<file path="src/rtl/core/acm_pkg.sv">
// ----------------------------------------------------------------------------
// acm_pkg
// Shared widths, item kinds and inter-module structs for the alias class
// merge table.
// ----------------------------------------------------------------------------
package acm_pkg;

	localparam int SYM_W    = 6;
	localparam int CLS_W    = 6;
	localparam int KIND_W   = 2;
	localparam int NCLS_W   = 7;
	localparam int NUM_SYMS = 1 << SYM_W;
	localparam int IDX_W    = $clog2(NUM_SYMS);
	localparam int CNT_W    = $clog2(NUM_SYMS + 1);

	localparam logic [KIND_W-1:0] KIND_MERGE  = 2'd0;
	localparam logic [KIND_W-1:0] KIND_LOOKUP = 2'd1;
	localparam logic [KIND_W-1:0] KIND_LIST   = 2'd2;

	localparam logic [NCLS_W-1:0] NCLS_MAX = '1;
	localparam logic [CNT_W-1:0]  CNT_END  = CNT_W'(NUM_SYMS);

	// Access request to the class memory: two read ports, one write port.
	typedef struct packed {
		logic             re;
		logic [IDX_W-1:0] raddr_a;
		logic [IDX_W-1:0] raddr_b;
		logic             we;
		logic [IDX_W-1:0] waddr;
		logic [CLS_W-1:0] wdata;
	} ram_req_t;

	// One result beat handed from the sequencer to the output register.
	typedef struct packed {
		logic             valid;
		logic             found;
		logic [CLS_W-1:0] class_id;
		logic [SYM_W-1:0] member;
		logic             member_valid;
		logic             last;
	} res_t;

endpackage

</file>
<file path="src/rtl/core/acm_class_ram.sv">
// ----------------------------------------------------------------------------
// acm_class_ram
// Class id per symbol. Synchronous memory, two registered read ports and one
// write port; contents are undefined until written.
// ----------------------------------------------------------------------------
module acm_class_ram (
	input  logic                         clk,
	input  acm_pkg::ram_req_t            req,
	output logic [acm_pkg::CLS_W-1:0]    rdata_a,
	output logic [acm_pkg::CLS_W-1:0]    rdata_b
);
	import acm_pkg::*;

	logic [CLS_W-1:0] mem [NUM_SYMS];
	logic [CLS_W-1:0] rdata_a_q;
	logic [CLS_W-1:0] rdata_b_q;

	always_ff @(posedge clk) begin
		if (req.we) begin
			mem[req.waddr] <= req.wdata;
		end
	end

	// Hold read data while no read is issued.
	always_ff @(posedge clk) begin
		if (req.re) begin
			rdata_a_q <= mem[req.raddr_a];
			rdata_b_q <= mem[req.raddr_b];
		end
	end

	assign rdata_a = rdata_a_q;
	assign rdata_b = rdata_b_q;

endmodule

</file>
<file path="src/rtl/core/acm_ctrl.sv">
// ----------------------------------------------------------------------------
// acm_ctrl
// Item sequencer: looks up both symbols, updates the class memory, runs the
// relabel and member-listing scans and produces result beats.
// ----------------------------------------------------------------------------
module acm_ctrl (
	input  logic                         clk,
	input  logic                         arst_n,
	input  logic                         in_valid,
	output logic                         in_ready,
	input  logic [acm_pkg::KIND_W-1:0]   kind,
	input  logic [acm_pkg::SYM_W-1:0]    sym_a,
	input  logic [acm_pkg::SYM_W-1:0]    sym_b,
	output acm_pkg::ram_req_t            ram_req,
	input  logic [acm_pkg::CLS_W-1:0]    rdata_a,
	input  logic [acm_pkg::CLS_W-1:0]    rdata_b,
	output acm_pkg::res_t                res,
	input  logic                         res_ready
);
	import acm_pkg::*;

	typedef enum logic [5:0] {
		ST_IDLE  = 6'b000001,
		ST_LOOK  = 6'b000010,
		ST_WRB   = 6'b000100,
		ST_SCAN  = 6'b001000,
		ST_DONE  = 6'b010000,
		ST_FLUSH = 6'b100000
	} state_t;

	state_t              state_q, state_nxt;
	logic [NUM_SYMS-1:0] mapped_q;
	logic [NCLS_W-1:0]   next_class_q;
	logic [KIND_W-1:0]   kind_q;
	logic [SYM_W-1:0]    a_q, b_q;
	logic [CLS_W-1:0]    cls_q, src_q;
	logic                found_q;
	logic                relabel_q;
	logic [CNT_W-1:0]    idx_q;
	logic                vld_s1;
	logic [IDX_W-1:0]    idx_s1;
	logic                pend_vld_q;
	logic [IDX_W-1:0]    pend_idx_q;

	logic             ma, mb, is_merge;
	logic [CLS_W-1:0] new_id, match_cls;
	logic             hit, idx_lt, scan_end, stall, advance;

	assign ma        = mapped_q[a_q];
	assign mb        = mapped_q[b_q];
	assign is_merge  = (kind_q == KIND_MERGE);
	assign new_id    = next_class_q[CLS_W-1:0];
	assign match_cls = relabel_q ? src_q : cls_q;
	assign hit       = vld_s1 && mapped_q[idx_s1] && (rdata_a == match_cls);
	assign idx_lt    = (idx_q < CNT_END);
	assign scan_end  = !idx_lt && !vld_s1;
	assign stall     = !relabel_q && hit && pend_vld_q && !res_ready;
	assign advance   = (state_q == ST_SCAN) && !stall;
	assign in_ready  = (state_q == ST_IDLE);

	always_comb begin
		state_nxt = state_q;
		ram_req   = '0;
		res       = '0;
		unique case (state_q)
			ST_IDLE: begin
				ram_req.re      = in_valid;
				ram_req.raddr_a = sym_a;
				ram_req.raddr_b = sym_b;
				if (in_valid) begin
					state_nxt = ST_LOOK;
				end
			end
			ST_LOOK: begin
				priority if (is_merge) begin
					priority if (!ma && !mb) begin
						ram_req.we    = 1'b1;
						ram_req.waddr = a_q;
						ram_req.wdata = new_id;
						state_nxt     = ST_WRB;
					end else if (!ma) begin
						ram_req.we    = 1'b1;
						ram_req.waddr = a_q;
						ram_req.wdata = rdata_b;
						state_nxt     = ST_DONE;
					end else if (!mb) begin
						ram_req.we    = 1'b1;
						ram_req.waddr = b_q;
						ram_req.wdata = rdata_a;
						state_nxt     = ST_DONE;
					end else if (rdata_a != rdata_b) begin
						state_nxt = ST_SCAN;
					end else begin
						state_nxt = ST_DONE;
					end
				end else if (kind_q == KIND_LIST && ma) begin
					state_nxt = ST_SCAN;
				end else begin
					state_nxt = ST_DONE;
				end
			end
			ST_WRB: begin
				ram_req.we    = 1'b1;
				ram_req.waddr = b_q;
				ram_req.wdata = cls_q;
				state_nxt     = ST_DONE;
			end
			ST_SCAN: begin
				ram_req.re      = advance && idx_lt;
				ram_req.raddr_a = idx_q[IDX_W-1:0];
				if (relabel_q && hit) begin
					ram_req.we    = 1'b1;
					ram_req.waddr = idx_s1;
					ram_req.wdata = cls_q;
				end
				// A new member pushes the pending one out; it is not the last.
				if (!relabel_q && hit && pend_vld_q) begin
					res.valid        = 1'b1;
					res.found        = 1'b1;
					res.class_id     = cls_q;
					res.member       = pend_idx_q;
					res.member_valid = 1'b1;
				end
				if (scan_end) begin
					state_nxt = relabel_q ? ST_DONE : ST_FLUSH;
				end
			end
			ST_DONE: begin
				res.valid    = 1'b1;
				res.found    = found_q;
				res.class_id = cls_q;
				res.last     = 1'b1;
				if (res_ready) begin
					state_nxt = ST_IDLE;
				end
			end
			ST_FLUSH: begin
				res.valid        = 1'b1;
				res.found        = 1'b1;
				res.class_id     = cls_q;
				res.member       = pend_idx_q;
				res.member_valid = 1'b1;
				res.last         = 1'b1;
				if (res_ready) begin
					state_nxt = ST_IDLE;
				end
			end
			default: begin
				state_nxt = ST_IDLE;
			end
		endcase
	end

	always_ff @(posedge clk or negedge arst_n) begin
		if (!arst_n) begin
			state_q      <= ST_IDLE;
			mapped_q     <= '0;
			next_class_q <= '0;
			relabel_q    <= 1'b0;
			idx_q        <= '0;
			vld_s1       <= 1'b0;
			pend_vld_q   <= 1'b0;
		end else begin
			state_q <= state_nxt;
			if (state_q == ST_LOOK) begin
				if (is_merge) begin
					mapped_q[a_q] <= 1'b1;
					mapped_q[b_q] <= 1'b1;
					if (!ma && !mb && next_class_q != NCLS_MAX) begin
						next_class_q <= next_class_q + 1'b1;
					end
				end
				relabel_q  <= is_merge;
				idx_q      <= '0;
				vld_s1     <= 1'b0;
				pend_vld_q <= 1'b0;
			end
			if (advance) begin
				vld_s1 <= idx_lt;
				if (idx_lt) begin
					idx_q <= idx_q + 1'b1;
				end
				if (!relabel_q && hit) begin
					pend_vld_q <= 1'b1;
				end
			end
			if (state_q == ST_FLUSH && res_ready) begin
				pend_vld_q <= 1'b0;
			end
		end
	end

	always_ff @(posedge clk) begin
		if (state_q == ST_IDLE && in_valid) begin
			kind_q <= kind;
			a_q    <= sym_a;
			b_q    <= sym_b;
		end
		if (state_q == ST_LOOK) begin
			src_q <= rdata_b;
			if (is_merge) begin
				found_q <= 1'b1;
				priority if (!ma && !mb) begin
					cls_q <= new_id;
				end else if (!ma) begin
					cls_q <= rdata_b;
				end else begin
					cls_q <= rdata_a;
				end
			end else begin
				found_q <= ma;
				cls_q   <= ma ? rdata_a : '0;
			end
		end
		if (advance) begin
			if (idx_lt) begin
				idx_s1 <= idx_q[IDX_W-1:0];
			end
			if (!relabel_q && hit) begin
				pend_idx_q <= idx_s1;
			end
		end
	end

endmodule

</file>
<file path="src/rtl/core/alias_class_merge_table_top.sv">
// ----------------------------------------------------------------------------
// alias_class_merge_table_top
// Equivalence classes over 64 symbols: merge, lookup and member listing.
// ----------------------------------------------------------------------------
// The block takes one item at a time on the slave stream and answers on the
// master stream. For a lookup, a merge that extends a class, or a merge of
// two symbols already in one class, the class memory is read, the result is
// formed and the result beat then sits in the output register. A merge that
// opens a new class also writes the second symbol in a state of its own. A
// merge of two different classes and a member listing walk every symbol
// entry through the single scan read port of the class memory, one entry per
// cycle; a listing also waits when a new member meets a stalled master side.
// s_tready rises again once the last result of the item has moved into the
// output register, so the next item is taken while that beat still waits on
// the master side. The mapped flags reset at once; no clearing pass runs
// after reset.
module alias_class_merge_table_top (
	input  logic        clk,
	input  logic        arst_n,
	input  logic        s_tvalid,
	output logic        s_tready,
	input  logic [15:0] s_tdata,   // [5:0] sym_a, [11:6] sym_b, [15:12] zero
	input  logic [1:0]  s_tuser,   // [1:0] kind
	output logic        m_tvalid,
	input  logic        m_tready,
	output logic [15:0] m_tdata,   // [0] found, [6:1] class_id, [12:7] member, [15:13] zero
	output logic [0:0]  m_tuser,   // [0] member_valid
	output logic        m_tlast
);
	import acm_pkg::*;

	ram_req_t         ram_req;
	logic [CLS_W-1:0] rdata_a, rdata_b;
	res_t             res;
	logic             res_ready;

	logic             m_tvalid_q;
	logic             found_q;
	logic [CLS_W-1:0] class_id_q;
	logic [SYM_W-1:0] member_q;
	logic             member_valid_q;
	logic             last_q;

	acm_ctrl u_ctrl (
		.clk       (clk),
		.arst_n    (arst_n),
		.in_valid  (s_tvalid),
		.in_ready  (s_tready),
		.kind      (s_tuser),
		.sym_a     (s_tdata[SYM_W-1:0]),
		.sym_b     (s_tdata[2*SYM_W-1:SYM_W]),
		.ram_req   (ram_req),
		.rdata_a   (rdata_a),
		.rdata_b   (rdata_b),
		.res       (res),
		.res_ready (res_ready)
	);

	acm_class_ram u_ram (
		.clk     (clk),
		.req     (ram_req),
		.rdata_a (rdata_a),
		.rdata_b (rdata_b)
	);

	// Output register: take a new beat when empty or when the held beat leaves.
	assign res_ready = !m_tvalid_q || m_tready;

	always_ff @(posedge clk or negedge arst_n) begin
		if (!arst_n) begin
			m_tvalid_q <= 1'b0;
		end else if (res_ready) begin
			m_tvalid_q <= res.valid;
		end
	end

	// Hold the payload while the beat is stalled.
	always_ff @(posedge clk) begin
		if (res_ready && res.valid) begin
			found_q        <= res.found;
			class_id_q     <= res.class_id;
			member_q       <= res.member;
			member_valid_q <= res.member_valid;
			last_q         <= res.last;
		end
	end

	assign m_tvalid   = m_tvalid_q;
	assign m_tdata    = {3'b000, member_q, class_id_q, found_q};
	assign m_tuser[0] = member_valid_q;
	assign m_tlast    = last_q;

endmodule

</file>
<file path="config.mk">
export PLATFORM = sky130hd
export DESIGN_NAME = alias_class_merge_table_top
export DESIGN_NICKNAME = d
export VERILOG_FILES = /design/src/rtl/core/acm_pkg.sv /design/src/rtl/core/acm_class_ram.sv /design/src/rtl/core/acm_ctrl.sv /design/src/rtl/core/alias_class_merge_table_top.sv
export SDC_FILE = /design/constraint.sdc
export NUM_CORES = 1
export LEC_CHECK = 0
export ABC_AREA = 0
export BUFFER_PORTS_ARGS = -buffer_cell sky130_fd_sc_hd__buf_2
export CORE_MARGIN = 4
export CORE_UTILIZATION = 55
export CTS_BUF_LIST = sky130_fd_sc_hd__clkbuf_16
export CTS_CLUSTER_DIAMETER = 80
export DETAILED_ROUTE_END_ITERATION = 16
export HOLD_SLACK_MARGIN = 0.06
export PLACE_DENSITY = 0.77
export RECOVER_POWER = 25
export SLEW_MARGIN = 40
export SYNTH_ARGS = -nofsm -noshare
export SYNTH_HDL_FRONTEND = slang
export SYNTH_SLANG_ARGS = --single-unit
</file>
<file path="constraint.sdc">
create_clock -name clk -period 9.1 [get_ports clk]
set_input_delay 0.455 -clock clk [delete_from_list [all_inputs] [get_ports clk]]
set_output_delay 0.455 -clock clk [all_outputs]
set_load 0.02 [all_outputs]
</file>
# Word level (Yosys, flattened, before mapping)
# Memory sizes are Yosys's and may differ from the RTL's. A register that Yosys moved wholly into a read port is not among the register bits.
# Index checks and enable logic that the tools add are counted.
# op_classes
mux	49
n_eq_ne	13
reduce_logical	34
n_bitwise	2
add_sub_neg	2
magnitude_cmp	6
# ops
op	n
OR 64 bit	2
2-to-1 mux 6 bit	14
2-to-1 mux 13 bit	5
one-hot mux 13 bit (3 select lines)	1
one-hot mux 6 bit (5 select lines)	1
one-hot mux 7 bit (2 select lines)	2
one-hot mux 8 bit (3 select lines)	1
< comparator 6 x 7 -> 1 bit (second input constant)	3
2-to-1 mux 7 bit	3
binary-select mux 1 bit (select 6 bit)	3
logical AND 1 bit	17
2-to-1 mux 15 bit	1
adder 7 x 1 -> 7 bit (second input constant)	2
2-to-1 mux 1 bit	14
demux 1 bit (select 6 bit)	2
>= comparator 6 x 1 -> 1 bit (second input constant)	2
2-to-1 mux 5 bit	2
zero test 1 bit	8
< comparator 7 bit (second input constant)	1
!= test 7 bit (second input constant)	1
== test 6 x 1 -> 1 bit (second input constant)	1
== test 6 x 2 -> 1 bit (second input constant)	1
== test 6 x 3 -> 1 bit (second input constant)	1
== test 6 x 4 -> 1 bit (second input constant)	1
other kinds (13)	17
# totals
wordCells	128
out_inout_bits	20
memories	1
ff_bits	142
ram_bits	384
input_bits	22
# memory_table
name	words	word_bits	read_ports	rd_clocked_by_memory_dff	write_ports	line_no	text
u_ram.mem	64	6	2	2	1	acm_class_ram.sv:14	logic [CLS_W-1:0] mem [NUM_SYMS];

# Longest topological paths before layout
# logic_depth
depth_word	11
depth_mapped	15
ltp_nobuf	10

# Cells and area by module
# Synthesis repeated with hierarchy kept, for this count alone.
# unflattened
hier_cells	1739
area_unflattened_um2	26840.7
# modules_own_cells
mod	area_each_um2	cells_each	seq_area_each_um2	instances
acm_class_ram	18510.3	968	11891.4	1
acm_ctrl	7792.5	747	3349.5	1
alias_class_merge_table_top	538.0	24	475.5	1

# Least setup slack after synthesis
# OpenSTA, ideal clock, no wires.
# synth_path
kind	reg-to-reg
startpoint	register u_ctrl.b_q[1]
endpoint	memory u_ram.mem[0][2], data pin
setup_ns	0.702
stages_incl_launch_ff	11
path_buffers	2
setup_slack_ns	3.372
period_less_slack_ns	5.728
required_ns	8.398
t_arrival_ns	5.026
path_cell_list	edfxtp_1 clkbuf_1 clkbuf_1 mux2_2 a22oi_1 a31oi_1 nor3b_1 nand2_1 mux2i_1 a2bb2oi_1 o21ai_0
# synth_rtl
element	line_no	text
start, declared	acm_ctrl.sv:35	logic [SYM_W-1:0] a_q, b_q;
start signal, assigned	acm_ctrl.sv:197	b_q <= sym_b;
end, declared	acm_class_ram.sv:14	

# Worst setup path in the final report
# layout_path
startpoint	input port s_tdata[8]
endpoint	register u_ram.rdata_b_q[5] (netlist: u_ram.rdata_b[5]), read port of u_ram.mem, data pin
# layout_via
elab_chain_cells	1
# layout_lines
element	line_no	text
start, declared	alias_class_merge_table_top.sv:22	input logic [15:0] s_tdata,
2-to-1 mux 6 bit	acm_ctrl.sv:65	unique case (state_q)
end, declared	acm_class_ram.sv:16	logic [CLS_W-1:0] rdata_b_q;
# No other way between the ends.
# A chain may end at the register's enable or synchronous reset.

==> run summary <==
antenna viol nets, final - 0
CTS sink count - 538
setup TNS - 0 ns
Hold Path Class - in2reg
gr ovfl total - 0
WL final - 89.2 mm
Fin. Hold Viols - 0
final instance area - 0.0301 mm^2
Max Cap Viol - 5
Crit Path Category - in2reg
Highest Clock Rate - 152 MHz
TritonCTS clock tree - done
power density over the cells - 258 mW/mm^2
DR iter-0 viols - 4373
GR Layer Usage met3 - 9.95%
met1 track demand over resource - 43.6%
Cells after Synth - 2622
Placer Congestion - 0.946
top cell type's share of synthesized area - 48.9%
post-synthesis adder-cell area fraction - 0.0905%
Via density - 7.14
Required @ worst endpoint - 9.59 ns
Max FO, Critical Path - 55
Avg WL per Cell - 27.4 um
register area share after synthesis - 56.9%
fin nets - 2570
non-filler cells, final - 3257
clk slew on worst S/H paths - 0.07 ns
DR pass1 iterations - 7
ys flop type - edfxtp_1
post-DP HPWL - 52.9 mm
Seq cells post-synth - 538
largest family of logic cells by synthesized area - simple AND/OR/NAND/NOR gates
I/O Buffers - 34
status - complete, but fails checks
fraction of registers with async set/reset - 16.4%
setup repair after global routing missed its margin - false
io pins - 42
worst-case clock buffer depth - 3
ant diodes - 0
die area - 0.0539 mm^2
placed insts - 3144
Worst EP arrival - 7.07 ns
Leakage - 0.0115 uW
initial antenna violation count - 0
Syn Area/Cell - 10.5 um^2
Initial Util - 56.0%
Synth Area in Compound Gates - 14.6%
Ys Warns - 0
ranking of synthesized cells by area - edfxtp_1 (49%), nand2_1 (8.3%), dfrtp_1 (7.9%)
Die H - 232 um
final setup vio count - 0
Slew Limit Headroom - -154%
share of layout cells above drive strength 1 - 7.21%
Worst Max-Slew Pin Slew - 3.81 ns
Min Clock Period, post-route - 6.58 ns
DIE WIDTH - 232 um
synth unique cells - 73
routed vias - 23247
Layout Skew - 0.0307 ns
Synth area leader - edfxtp_1
vias in the first global route - 21736
largest net degree at the start of global routing - 163
Area Growth Syn to Fin - 8.98%
Placed Area - 0.0282 mm^2
mux share of post-synthesis cell area - 5.98%
Tot Pwr - 7780 uW
row count - 81
Worst VDD drop - 270 uV
Total GRT Usage - 32.1%
period utilisation layout - 72.3%
Remaining DRCs - 0
Post-synth EDFFs - 450
Clock Root Buffer - clkbuf_16
Startpoint Class - primary input
met2 global-route usage - 47.4%
Post-Synth Simple-Gate Area - 18.6%
global-route wire length before repair - 132 mm
H-Tree Depth - 2
Synth Area in XOR/XNOR - 0.539%
Synth Cell Area - 0.0276 mm^2
later-pin clock latency in the skew report - 0.64 ns
core area - 0.0494 mm^2
Post-CTS Setup Bufs - 0
Slew Viols, Final - 246
GR peak layer - met2
failing checks - capacitance limit, slew limit
Critical Path Sink Type - flop
Num CTS Buffers - 55
==> Yosys cell counts, drive strengths merged, types with 11 or more instances <==
master,count
o221ai,41
o22a,26
a31oi,51
nor3b,11
and2,19
a21oi,57
a22oi,24
nand3,236
dfrtp,87
o21ai,30
a311oi,86
clkbuf,164
mux2,12
and3,91
edfxtp,450
nand2,611
nor2,90
buf,52
nor2b,16
or3,16
inv,12
a211oi,23
mux2i,118
a21o,64
o22ai,66
mux4,15
==> power breakdown <==
group          internal [uW]  switching [uW]
sequential              2820             159
combinational            687            1780
clock                   1300            1030
total                   4810            2970
==> state kept, by name, indices dropped and copies added (netlist names), 7 cells and up <==
signal,flops
u_ctrl.mapped_q,64
u_ram.mem,384
u_ctrl.idx_q,7
u_ctrl.next_class_q,7
==> cell families (layout without fill, tap and decap cells) <==
kind of cell | Yosys count | count (layout)
simple gates | 1144 | 1144
fa+ha+maj | 2 | 2
mux | 145 | 145
other cells | 1 | 3
buf+inv | 229 | 198
compound gates | 546 | 546
xor+xnor | 17 | 17
flops | 538 | 538
==> through the flow <==
stage	worst slack [ns]	utilization [%]	hold slack [ns]
2_1_floorplan	3.37	-	0.159
3_3_place_gp	3.99	57.1	0.430
3_5_place_dp	3.80	57.2	0.447
4_1_cts	3.75	61.1	0.0626
5_1_grt	2.57	61.0	0.139
6_report	2.52	61.0	0.127
==> cells in the final DEF (no fill, tap or decap), types with 21 or more instances in the layout <==
master     instances
buf_4             25
o221ai_1          41
a22oi_1           21
o22a_1            26
a311oi_1          86
and3_1            89
nand2_1          608
clkbuf_16         56
o21ai_0           25
mux2i_1          118
o22ai_1           66
clkbuf_1          37
a211oi_1          21
nand3_1          235
nor2_1            90
a21o_1            64
a21oi_1           57
dfrtp_1           87
edfxtp_1         450
a31oi_1           51
==> layer usage <==
metal	part of all wire [%]	vias to the layer above
met4	5.2	0
met5	0	-
li1	-	9750
met1	36	11110
met3	15	367
met2	44	2020
==> timing repair <==
action | 4_1_cts | 5_1_grt
resized for setup | 0 | 0
hold buffers | 7 | 0
endpoints found under the hold margin | 41 | 0
==> final cells by class <==
class / count / area [um^2]
fillers: 3839 / 19200
clock buffers: 56 / 1400
multi-input cells: 1857 / 11100
clock inverters: 48 / 445
flip-flops and latches: 538 / 15700
repair buffers: 81 / 534
well taps: 664 / 831
inverters: 13 / 48.8
==> critical path, stage by stage <==
cell	delay [ns]
buf_2	0.08
clkbuf_1	2.67
nand2_1	1.76
buf_4	0.69
a311oi_1	0.51
a31oi_1	0.08
o221ai_1	0.43
mux2i_1	0.17
mux2i_1	0.18
==> final timing paths <==
path                                               startpoint                                  to  slack, ns  cells past startpoint
setup / recovery                                   s_tdata[8]          u_ram.rdata_b[5]$_DFFE_PP_       2.52                      9
hold / removal                                       s_tvalid       u_ctrl.state_q[1]$_DFFE_PN0P_       0.13                      2
setup reg to reg                u_ctrl.state_q[4]$_DFFE_PN0P_           u_ram.mem[5][4]$_DFFE_PP_       2.72                      9
hold reg to reg            u_ctrl.next_class_q[6]$_DFFE_PN0P_  u_ctrl.next_class_q[6]$_DFFE_PN0P_       0.48                      1
max in group asynchronous                              arst_n       u_ctrl.state_q[5]$_DFFE_PN0P_       4.54                      3
min in group asynchronous                              arst_n     u_ctrl.mapped_q[61]$_DFFE_PN0P_       0.94                      2
Note: power is estimated with default switching activity, not from simulation.
